### src/hdl/lidar_obstacle_speed_governor_core_macros.svh
// Assertion macros for the lidar obstacle speed governor.
`ifndef LIDAR_OBSTACLE_SPEED_GOVERNOR_CORE_MACROS_SVH
`define LIDAR_OBSTACLE_SPEED_GOVERNOR_CORE_MACROS_SVH

// same-cycle implication, disabled in reset
`define LOSG_ASSERT_NOW(lbl, ante, cons) \
    lbl: assert property (@(posedge clk) disable iff (!rst_n) (ante) |-> (cons)) \
        else $error("losg assertion failed");

// next-cycle implication, disabled in reset
`define LOSG_ASSERT_NEXT(lbl, ante, cons) \
    lbl: assert property (@(posedge clk) disable iff (!rst_n) (ante) |=> (cons)) \
        else $error("losg assertion failed");

`endif

### src/hdl/losg_pkg.sv
// Shared types and constants for the lidar obstacle speed governor.
package losg_pkg;

    localparam int MAX_SAMPLES       = 4096;
    localparam int WINDOW_HALF_ANGLE = 549033;

    localparam int RANGE_W  = 16;
    localparam int SPEED_W  = 16;
    localparam int START_W  = 24;
    localparam int STEP_W   = 21;
    localparam int CFG_IDX_W  = 3;
    localparam int CFG_DATA_W = 24;

    localparam int IDX_W   = $clog2(MAX_SAMPLES);
    localparam int PROD_W  = IDX_W + STEP_W;
    localparam int ANGLE_W = PROD_W + 2;

    localparam int DIV_W     = 2 * RANGE_W;
    localparam int DIV_CNT_W = $clog2(DIV_W);

    localparam logic [RANGE_W-1:0] NO_RETURN = '1;

    // register indexes
    localparam logic [CFG_IDX_W-1:0] CFG_MAX_SPEED     = 3'd0;
    localparam logic [CFG_IDX_W-1:0] CFG_SLOW_DISTANCE = 3'd1;
    localparam logic [CFG_IDX_W-1:0] CFG_STOP_DISTANCE = 3'd2;
    localparam logic [CFG_IDX_W-1:0] CFG_ANGLE_START   = 3'd3;
    localparam logic [CFG_IDX_W-1:0] CFG_ANGLE_STEP    = 3'd4;
    localparam logic [CFG_IDX_W-1:0] CFG_RANGE_LOW     = 3'd5;
    localparam logic [CFG_IDX_W-1:0] CFG_RANGE_HIGH    = 3'd6;

    // register reset values
    localparam logic [SPEED_W-1:0]        RST_MAX_SPEED     = 16'd500;
    localparam logic [RANGE_W-1:0]        RST_SLOW_DISTANCE = 16'd610;
    localparam logic [RANGE_W-1:0]        RST_STOP_DISTANCE = 16'd305;
    localparam logic signed [START_W-1:0] RST_ANGLE_START   = -24'sd3294199;
    localparam logic [STEP_W-1:0]         RST_ANGLE_STEP    = 21'd6100;
    localparam logic [RANGE_W-1:0]        RST_RANGE_LOW     = 16'd100;
    localparam logic [RANGE_W-1:0]        RST_RANGE_HIGH    = 16'd12000;

    typedef enum logic [1:0] {
        DEC_NONE = 2'd0,
        DEC_STOP = 2'd1,
        DEC_SLOW = 2'd2,
        DEC_FULL = 2'd3
    } decision_t;

    typedef struct packed {
        logic [RANGE_W-1:0] range_mm;
        logic               last_sample;
    } sample_t;

    typedef struct packed {
        logic [SPEED_W-1:0] speed_cmd;
        decision_t          decision;
        logic [RANGE_W-1:0] nearest_mm;
    } result_t;

    typedef enum logic [2:0] {
        ST_IDLE,
        ST_MUL,
        ST_UPD,
        ST_SPD,
        ST_DIV,
        ST_DONE
    } state_t;

    typedef struct packed {
        logic load_in;
        logic mul;
        logic update;
        logic speed;
        logic div_step;
        logic out_load;
    } dp_cmd_t;

    typedef struct packed {
        logic last;
        logic slow;
        logic div_done;
        logic out_free;
    } dp_status_t;

endpackage

### src/hdl/losg_ctrl.sv
// Sequencing state machine for the lidar obstacle speed governor.
module losg_ctrl (
    input  logic                  clk,
    input  logic                  rst_n,
    input  logic                  in_valid,
    output logic                  in_ready,
    input  losg_pkg::dp_status_t  status,
    output losg_pkg::dp_cmd_t     cmd
);

    losg_pkg::state_t state_reg;
    losg_pkg::state_t state_next;

    always_ff @(posedge clk or negedge rst_n)
    begin
        if (!rst_n)
        begin
            state_reg <= losg_pkg::ST_IDLE;
        end
        else
        begin
            state_reg <= state_next;
        end
    end

    always_comb
    begin
        state_next = state_reg;
        cmd        = '0;
        in_ready   = 1'b0;
        case (state_reg)
            losg_pkg::ST_IDLE:
            begin
                in_ready = 1'b1;
                if (in_valid)
                begin
                    cmd.load_in = 1'b1;
                    state_next  = losg_pkg::ST_MUL;
                end
            end
            losg_pkg::ST_MUL:
            begin
                cmd.mul    = 1'b1;
                state_next = losg_pkg::ST_UPD;
            end
            losg_pkg::ST_UPD:
            begin
                cmd.update = 1'b1;
                state_next = status.last ? losg_pkg::ST_SPD : losg_pkg::ST_IDLE;
            end
            losg_pkg::ST_SPD:
            begin
                cmd.speed  = 1'b1;
                state_next = status.slow ? losg_pkg::ST_DIV : losg_pkg::ST_DONE;
            end
            losg_pkg::ST_DIV:
            begin
                cmd.div_step = 1'b1;
                if (status.div_done)
                begin
                    state_next = losg_pkg::ST_DONE;
                end
            end
            losg_pkg::ST_DONE:
            begin
                // wait until the output register can take the result
                if (status.out_free)
                begin
                    cmd.out_load = 1'b1;
                    state_next   = losg_pkg::ST_IDLE;
                end
            end
            default:
            begin
                state_next = losg_pkg::ST_IDLE;
            end
        endcase
    end

endmodule

### src/hdl/losg_dp.sv
// Datapath: config registers, angle window, nearest tracking, divider, output register.
module losg_dp (
    input  logic                                clk,
    input  logic                                rst_n,
    input  logic                                cfg_valid,
    input  logic [losg_pkg::CFG_IDX_W-1:0]      cfg_index,
    input  logic [losg_pkg::CFG_DATA_W-1:0]     cfg_data,
    input  losg_pkg::sample_t                   in_data,
    output logic                                out_valid,
    input  logic                                out_ready,
    output losg_pkg::result_t                   out_data,
    input  losg_pkg::dp_cmd_t                   cmd,
    output losg_pkg::dp_status_t                status
);

    localparam int RW = losg_pkg::RANGE_W;
    localparam int AW = losg_pkg::ANGLE_W;
    localparam logic signed [AW-1:0] WIN_HI = AW'(losg_pkg::WINDOW_HALF_ANGLE);
    localparam logic signed [AW-1:0] WIN_LO = -WIN_HI;
    localparam logic [losg_pkg::IDX_W-1:0] IDX_MAX =
        losg_pkg::IDX_W'(losg_pkg::MAX_SAMPLES - 1);
    localparam logic [losg_pkg::DIV_CNT_W-1:0] DIV_LAST =
        losg_pkg::DIV_CNT_W'(losg_pkg::DIV_W - 1);

    // configuration
    logic [losg_pkg::SPEED_W-1:0]        max_speed_reg;
    logic [RW-1:0]                       slow_dist_reg;
    logic [RW-1:0]                       stop_dist_reg;
    logic signed [losg_pkg::START_W-1:0] angle_start_reg;
    logic [losg_pkg::STEP_W-1:0]         angle_step_reg;
    logic [RW-1:0]                       range_low_reg;
    logic [RW-1:0]                       range_high_reg;

    // scan state
    logic [losg_pkg::IDX_W-1:0] idx_reg;
    logic [RW-1:0]              nearest_reg;
    logic                       found_reg;

    // working registers
    logic [RW-1:0]                  range_reg;
    logic                           last_reg;
    logic [losg_pkg::PROD_W-1:0]    prod_reg;
    losg_pkg::decision_t            dec_reg;
    logic [losg_pkg::DIV_W-1:0]     quot_reg;
    logic [RW-1:0]                  rem_reg;
    logic [RW-1:0]                  den_reg;
    logic [losg_pkg::DIV_CNT_W-1:0] cnt_reg;

    logic              out_valid_reg;
    losg_pkg::result_t out_data_reg;

    logic signed [AW-1:0] angle;
    logic                 in_window;
    logic                 range_ok;
    logic                 take;
    losg_pkg::decision_t  dec_next;
    logic [RW:0]          trial;
    logic                 trial_ge;
    logic [losg_pkg::SPEED_W-1:0] speed_sel;

    always_comb
    begin
        angle = AW'(angle_start_reg) + $signed({2'b00, prod_reg});
        in_window = (angle >= WIN_LO) && (angle <= WIN_HI);
        range_ok  = (range_reg != losg_pkg::NO_RETURN) && (range_reg >= range_low_reg)
                    && (range_reg <= range_high_reg);
        take      = in_window && range_ok && (!found_reg || (range_reg < nearest_reg));

        if (!found_reg)
        begin
            dec_next = losg_pkg::DEC_NONE;
        end
        else if (nearest_reg <= stop_dist_reg)
        begin
            dec_next = losg_pkg::DEC_STOP;
        end
        else if (nearest_reg <= slow_dist_reg)
        begin
            dec_next = losg_pkg::DEC_SLOW;
        end
        else
        begin
            dec_next = losg_pkg::DEC_FULL;
        end

        // restoring division, one quotient bit per cycle
        trial    = {rem_reg, quot_reg[losg_pkg::DIV_W-1]};
        trial_ge = trial >= {1'b0, den_reg};

        case (dec_reg)
            losg_pkg::DEC_SLOW: speed_sel = quot_reg[losg_pkg::SPEED_W-1:0];
            losg_pkg::DEC_FULL: speed_sel = max_speed_reg;
            default:            speed_sel = '0;
        endcase
    end

    always_ff @(posedge clk or negedge rst_n)
    begin
        if (!rst_n)
        begin
            max_speed_reg   <= losg_pkg::RST_MAX_SPEED;
            slow_dist_reg   <= losg_pkg::RST_SLOW_DISTANCE;
            stop_dist_reg   <= losg_pkg::RST_STOP_DISTANCE;
            angle_start_reg <= losg_pkg::RST_ANGLE_START;
            angle_step_reg  <= losg_pkg::RST_ANGLE_STEP;
            range_low_reg   <= losg_pkg::RST_RANGE_LOW;
            range_high_reg  <= losg_pkg::RST_RANGE_HIGH;
            idx_reg         <= '0;
            nearest_reg     <= losg_pkg::NO_RETURN;
            found_reg       <= 1'b0;
            out_valid_reg   <= 1'b0;
        end
        else
        begin
            if (cfg_valid)
            begin
                case (cfg_index)
                    losg_pkg::CFG_MAX_SPEED:     max_speed_reg   <= cfg_data[15:0];
                    losg_pkg::CFG_SLOW_DISTANCE: slow_dist_reg   <= cfg_data[15:0];
                    losg_pkg::CFG_STOP_DISTANCE: stop_dist_reg   <= cfg_data[15:0];
                    losg_pkg::CFG_ANGLE_START:   angle_start_reg <= $signed(cfg_data);
                    losg_pkg::CFG_ANGLE_STEP:    angle_step_reg  <= cfg_data[20:0];
                    losg_pkg::CFG_RANGE_LOW:     range_low_reg   <= cfg_data[15:0];
                    losg_pkg::CFG_RANGE_HIGH:    range_high_reg  <= cfg_data[15:0];
                    default:                     ;
                endcase
            end

            if (cmd.update)
            begin
                if (take)
                begin
                    nearest_reg <= range_reg;
                    found_reg   <= 1'b1;
                end
                if (idx_reg < IDX_MAX)
                begin
                    idx_reg <= idx_reg + 1'b1;
                end
            end

            if (cmd.out_load)
            begin
                out_valid_reg <= 1'b1;
                idx_reg       <= '0;
                nearest_reg   <= losg_pkg::NO_RETURN;
                found_reg     <= 1'b0;
            end
            else if (out_ready)
            begin
                out_valid_reg <= 1'b0;
            end
        end
    end

    always_ff @(posedge clk)
    begin
        if (cmd.load_in)
        begin
            range_reg <= in_data.range_mm;
            last_reg  <= in_data.last_sample;
        end
        if (cmd.mul)
        begin
            prod_reg <= idx_reg * angle_step_reg;
        end
        if (cmd.speed)
        begin
            dec_reg  <= dec_next;
            quot_reg <= max_speed_reg * (nearest_reg - stop_dist_reg);
            den_reg  <= slow_dist_reg - stop_dist_reg;
            rem_reg  <= '0;
            cnt_reg  <= '0;
        end
        else if (cmd.div_step)
        begin
            rem_reg  <= trial_ge ? RW'(trial - {1'b0, den_reg}) : trial[RW-1:0];
            quot_reg <= {quot_reg[losg_pkg::DIV_W-2:0], trial_ge};
            cnt_reg  <= cnt_reg + 1'b1;
        end
        if (cmd.out_load)
        begin
            out_data_reg.speed_cmd  <= speed_sel;
            out_data_reg.decision   <= dec_reg;
            out_data_reg.nearest_mm <= nearest_reg;
        end
    end

    assign status.last     = last_reg;
    assign status.slow     = (dec_next == losg_pkg::DEC_SLOW);
    assign status.div_done = (cnt_reg == DIV_LAST);
    assign status.out_free = !out_valid_reg || out_ready;

    assign out_valid = out_valid_reg;
    assign out_data  = out_data_reg;

endmodule

### src/hdl/lidar_obstacle_speed_governor_core.sv
// A sample that is not last holds in_ready low through the ST_MUL and ST_UPD states after acceptance.
// A last sample goes on to ST_SPD, then to ST_DIV for a slow-down decision, and then to ST_DONE;
// in ST_DIV a 32-step restoring divider forms the speed one quotient bit per cycle.
// A new sample is taken only back in ST_IDLE, after the angle multiply and window compare steps.
// The output register lets the next scan start while a result waits to be taken.
// Reset (rst_n, async, active low): registers to defaults, scan state cleared, no result pending.
module lidar_obstacle_speed_governor_core (
    input  logic                            clk,
    input  logic                            rst_n,
    input  logic                            cfg_valid,
    output logic                            cfg_ready,
    input  logic [losg_pkg::CFG_IDX_W-1:0]  cfg_index,
    input  logic [losg_pkg::CFG_DATA_W-1:0] cfg_data,
    input  logic                            in_valid,
    output logic                            in_ready,
    input  losg_pkg::sample_t               in_data,
    output logic                            out_valid,
    input  logic                            out_ready,
    output losg_pkg::result_t               out_data
);

    losg_pkg::dp_cmd_t    cmd;
    losg_pkg::dp_status_t status;

    assign cfg_ready = 1'b1;

    losg_ctrl u_ctrl (
        .clk      (clk),
        .rst_n    (rst_n),
        .in_valid (in_valid),
        .in_ready (in_ready),
        .status   (status),
        .cmd      (cmd)
    );

    losg_dp u_dp (
        .clk       (clk),
        .rst_n     (rst_n),
        .cfg_valid (cfg_valid),
        .cfg_index (cfg_index),
        .cfg_data  (cfg_data),
        .in_data   (in_data),
        .out_valid (out_valid),
        .out_ready (out_ready),
        .out_data  (out_data),
        .cmd       (cmd),
        .status    (status)
    );

`include "lidar_obstacle_speed_governor_core_macros.svh"

    // one request at a time: busy right after acceptance
    `LOSG_ASSERT_NEXT(a_busy_after_accept, in_valid && in_ready, !in_ready)
    // an empty window reports no range and no speed
    `LOSG_ASSERT_NOW(a_none_result, out_valid && (out_data.decision == losg_pkg::DEC_NONE),
        (out_data.nearest_mm == losg_pkg::NO_RETURN) && (out_data.speed_cmd == '0))
    // a stop carries zero speed
    `LOSG_ASSERT_NOW(a_stop_result, out_valid && (out_data.decision == losg_pkg::DEC_STOP),
        out_data.speed_cmd == '0)

endmodule
### config.mk
export PLATFORM = sky130hd
export DESIGN_NAME = lidar_obstacle_speed_governor_core
export DESIGN_NICKNAME = d
export VERILOG_FILES = /design/src/hdl/losg_pkg.sv /design/src/hdl/losg_ctrl.sv /design/src/hdl/losg_dp.sv /design/src/hdl/lidar_obstacle_speed_governor_core.sv
export VERILOG_INCLUDE_DIRS = /design/src /design/src/hdl
export SDC_FILE = /design/constraint.sdc
export NUM_CORES = 2
export LEC_CHECK = 0
export ABC_AREA = 0
export BUFFER_PORTS_ARGS = -buffer_cell sky130_fd_sc_hd__buf_2
export CAP_MARGIN = 0
export CORE_MARGIN = 2
export CORE_UTILIZATION = 50
export CTS_BUF_LIST = sky130_fd_sc_hd__clkbuf_4 sky130_fd_sc_hd__clkbuf_8 sky130_fd_sc_hd__clkbuf_16
export DETAILED_ROUTE_END_ITERATION = 8
export GPL_ROUTABILITY_DRIVEN = 0
export GPL_TIMING_DRIVEN = 1
export PLACE_DENSITY_LB_ADDON = 0.15
export SYNTH_ARGS = -nofsm -noshare
export SYNTH_HDL_FRONTEND = slang
export SYNTH_SLANG_ARGS = --single-unit
### constraint.sdc
create_clock -name clk -period 12 [get_ports clk]
set_input_delay 1.2 -clock clk [delete_from_list [all_inputs] [get_ports clk]]
set_output_delay 1.2 -clock clk [all_outputs]
set_load 0.02 [all_outputs]
==> summary.txt <==
Die W -> 269 um
vias after detailed routing -> 24900
clk slew on worst S/H paths -> 0.06 ns
status -> finished, final reports clean
area leader, netlist -> fa_1
sequential area share after synthesis -> 24.2%
H-tree levels -> 2
family with the most delay on the worst path -> adder cells
Final Max Tran Viols -> 0
Die Span Y -> 269 um
top-level I/O count -> 86
DR WL/cell -> 18.5 um
RSZ-0062 raised after global routing -> no
fmax -> 103 MHz
later-pin clock latency in the skew report -> 0.58 ns
CP Capture Type -> flip-flop
Initial Util -> 50.3%
post-CTS setup buffers -> 0
clk_skew -> 0.0161 ns
CP max FO -> 16
CTS Root Cell -> clkbuf_16
Hold/Removal Path Class -> flip-flop to flip-flop
max_cap viols -> 0
first-pass GRT wire length -> 142000 um
max incr delay on CP -> 0.75 ns
Sum Neg Setup Slack -> 0 ns
Fin. Hold Viols -> 0
All-Layer GR Usage -> 25.2%
GRT overflow -> 0
critical path arrival -> 9.99 ns
ranking of synthesized cells by area -> fa_1, edfxtp_1, ha_1, dfrtp_1, inv_1
max reg flops -> 34
share of layout cells above drive strength 1 -> 10.6%
CP startpoint kind -> flip-flop
Post-synth EDFFs -> 134
antenna cells -> 0
Inserted Clock Buffers -> 39
die area -> 72300 um2
Critical Path RT -> 12.30 ns
fill cell count -> 6338
Max transition margin -> 22.1%
Cell Rows -> 97
Post-Syn Area -> 35100 um2
final setup vio count -> 0
P&R area growth vs syn -> 7.97%
initial drt markers -> 1297
CP Buf/Inv Count -> 7
post-CTS sizing -> 0
placed wire-length estimate -> 65900 um
crit-path most repeated cell -> fa_1
Post-Synthesis Cells -> 3645
Distinct cells, synth -> 80
largest net degree at the start of global routing -> 91
Core ar. -> 69800 um2
Ys Warns -> 0
ys async rst share -> 50.5%
Synth top area share -> 26.5%
CTS tree -> done
WS Path Type -> flip-flop to flip-flop
DR vias/cell -> 5.38
antenna-violating nets left -> 0
Longest Clk Path Bufs -> 3
slew at the pin with the worst max-slew slack -> 1.15 ns
Synthesized Nets -> 4441
Multi-input gate area -> 23700 um2
Final Cycle Share -> 80.7%
syn_area_per_cell -> 9.62 um2
final net count -> 4457
Storage cell area -> 8470 um2
CP max-delay cell -> o41ai_1
DRC Markers -> 0
DR pass1 iterations -> 5
Sink Count -> 313
vias in the first global route -> 26100
Top FF cell, synth -> edfxtp_1
#FFs+latches synth -> 313
final WL -> 85900 um
initial antenna violation count -> 1
Tmin final -> 9.68 ns
IO buf count -> 84
number of hold buffers added after CTS -> 0
==> layout by cell type (no fill, tap or decap), drive strengths merged, types with 13 or more instances in the layout <==
cell type | synthesis | final
inv | 632 | 634
nand2 | 488 | 488
fa | 464 | 464
ha | 283 | 283
and2 | 195 | 195
o21ai | 156 | 156
edfxtp | 134 | 134
a21oi | 124 | 124
buf | 6 | 121
mux2 | 110 | 110
nor2 | 107 | 107
dfrtp | 98 | 98
xnor2 | 87 | 87
nor2b | 62 | 62
dfstp | 60 | 60
xor2 | 49 | 49
clkbuf | 140 | 49
a21o | 43 | 43
nand3 | 42 | 42
mux2i | 34 | 34
nand4 | 33 | 33
nor3 | 31 | 31
o21a | 29 | 29
nand2b | 24 | 24
dfxtp | 21 | 21
or3 | 18 | 18
a21boi | 15 | 15
a31oi | 13 | 13
and3 | 13 | 13
==> final timing paths <==
kind / startpoint / endpoint / slack (ns) / depth (start not counted)
min: u_dp.rem_reg[15] / u_dp.rem_reg[15] / 0.47 / 1
min reg2reg: u_dp.rem_reg[15] / u_dp.rem_reg[15] / 0.47 / 1
max reg2reg: u_dp.nearest_reg[0] / u_dp.quot_reg[30] / 2.32 / 35
max in group asynchronous: rst_n / u_dp.range_high_reg[12] / 9.79 / 2
min in group asynchronous: rst_n / u_dp.angle_start_reg[9] / 0.71 / 1
max: u_dp.nearest_reg[0] / u_dp.quot_reg[30] / 2.32 / 35
==> cell families after synthesis <==
kind of cell               synth area share, %
adders and majority gates                 36.6
muxes                                     4.59
buffers and inverters                     8.37
and+or+nand+nor                           14.3
DFF                                       24.2
xor gates and xnor gates                  3.40
AOI/OAI and AO/OA                         8.65
other                                   0.0107
==> layout make-up <==
cell class / instances / area share (%)
multi-input cells: 2554 / 62.6
clock buffers: 49 / 2.90
clock inverters: 23 / 0.862
flip-flops and latches: 313 / 22.4
well taps: 940 / 3.11
inverters: 632 / 6.26
repair buffers: 121 / 1.86
==> metrics by stage <==
stage | setup WS [ns] | util, % | instance area (um2) | hold slack, ns | std cells
floorplan | 3.49 | - | 35100 | 0.424 | 3645
global placement | 2.54 | 52.2 | 36400 | 0.462 | 4560
detailed placement | 2.36 | 52.2 | 36400 | 0.461 | 4560
CTS | 2.32 | 54.3 | 37900 | 0.477 | 4632
global route | 1.45 | 54.3 | 37900 | 0.508 | 4632
finish | 2.32 | 54.3 | 37900 | 0.475 | 4632
==> worst reg2reg max path: cells and delay by family, from the launching register on <==
family | cells | cell delay, ns
AND/OR/NAND/NOR | 3 | 0.36
buffers and inverters | 7 | 0.55
AO/OA/AOI/OAI | 14 | 3.69
adder cells (fa/ha/maj) | 9 | 3.97
flip-flops | 1 | 0.54
XOR/XNOR | 2 | 0.30
==> per-layer routing <==
metal	up-vias	GRT usage, %	part of all wire [%]
met1	12600	32.8	43
li1	11700	-	-
met5	-	0	0.015
met2	461	44.5	51
met4	2	6.38	2.4
met3	127	3.07	3.8
==> synthesized netlist by cell type (13+ instances only) <==
library cell	n
o21ai_0	155
a31oi_1	13
nor3_1	31
inv_1	632
edfxtp_1	134
clkbuf_1	140
dfstp_2	60
nand2b_1	24
and3_1	13
or3_1	18
xnor2_1	87
nand3_1	42
dfxtp_1	21
o21a_1	29
nor2b_1	62
a21o_1	43
nand4_1	33
nor2_1	107
a21boi_0	15
a21oi_1	122
ha_1	283
nand2_1	488
and2_1	194
mux2_2	102
fa_1	464
xor2_1	49
dfrtp_1	98
mux2i_1	34
Power is not shown: default switching activity piles up to over one toggle a cycle in this logic, so the estimate is an artifact.
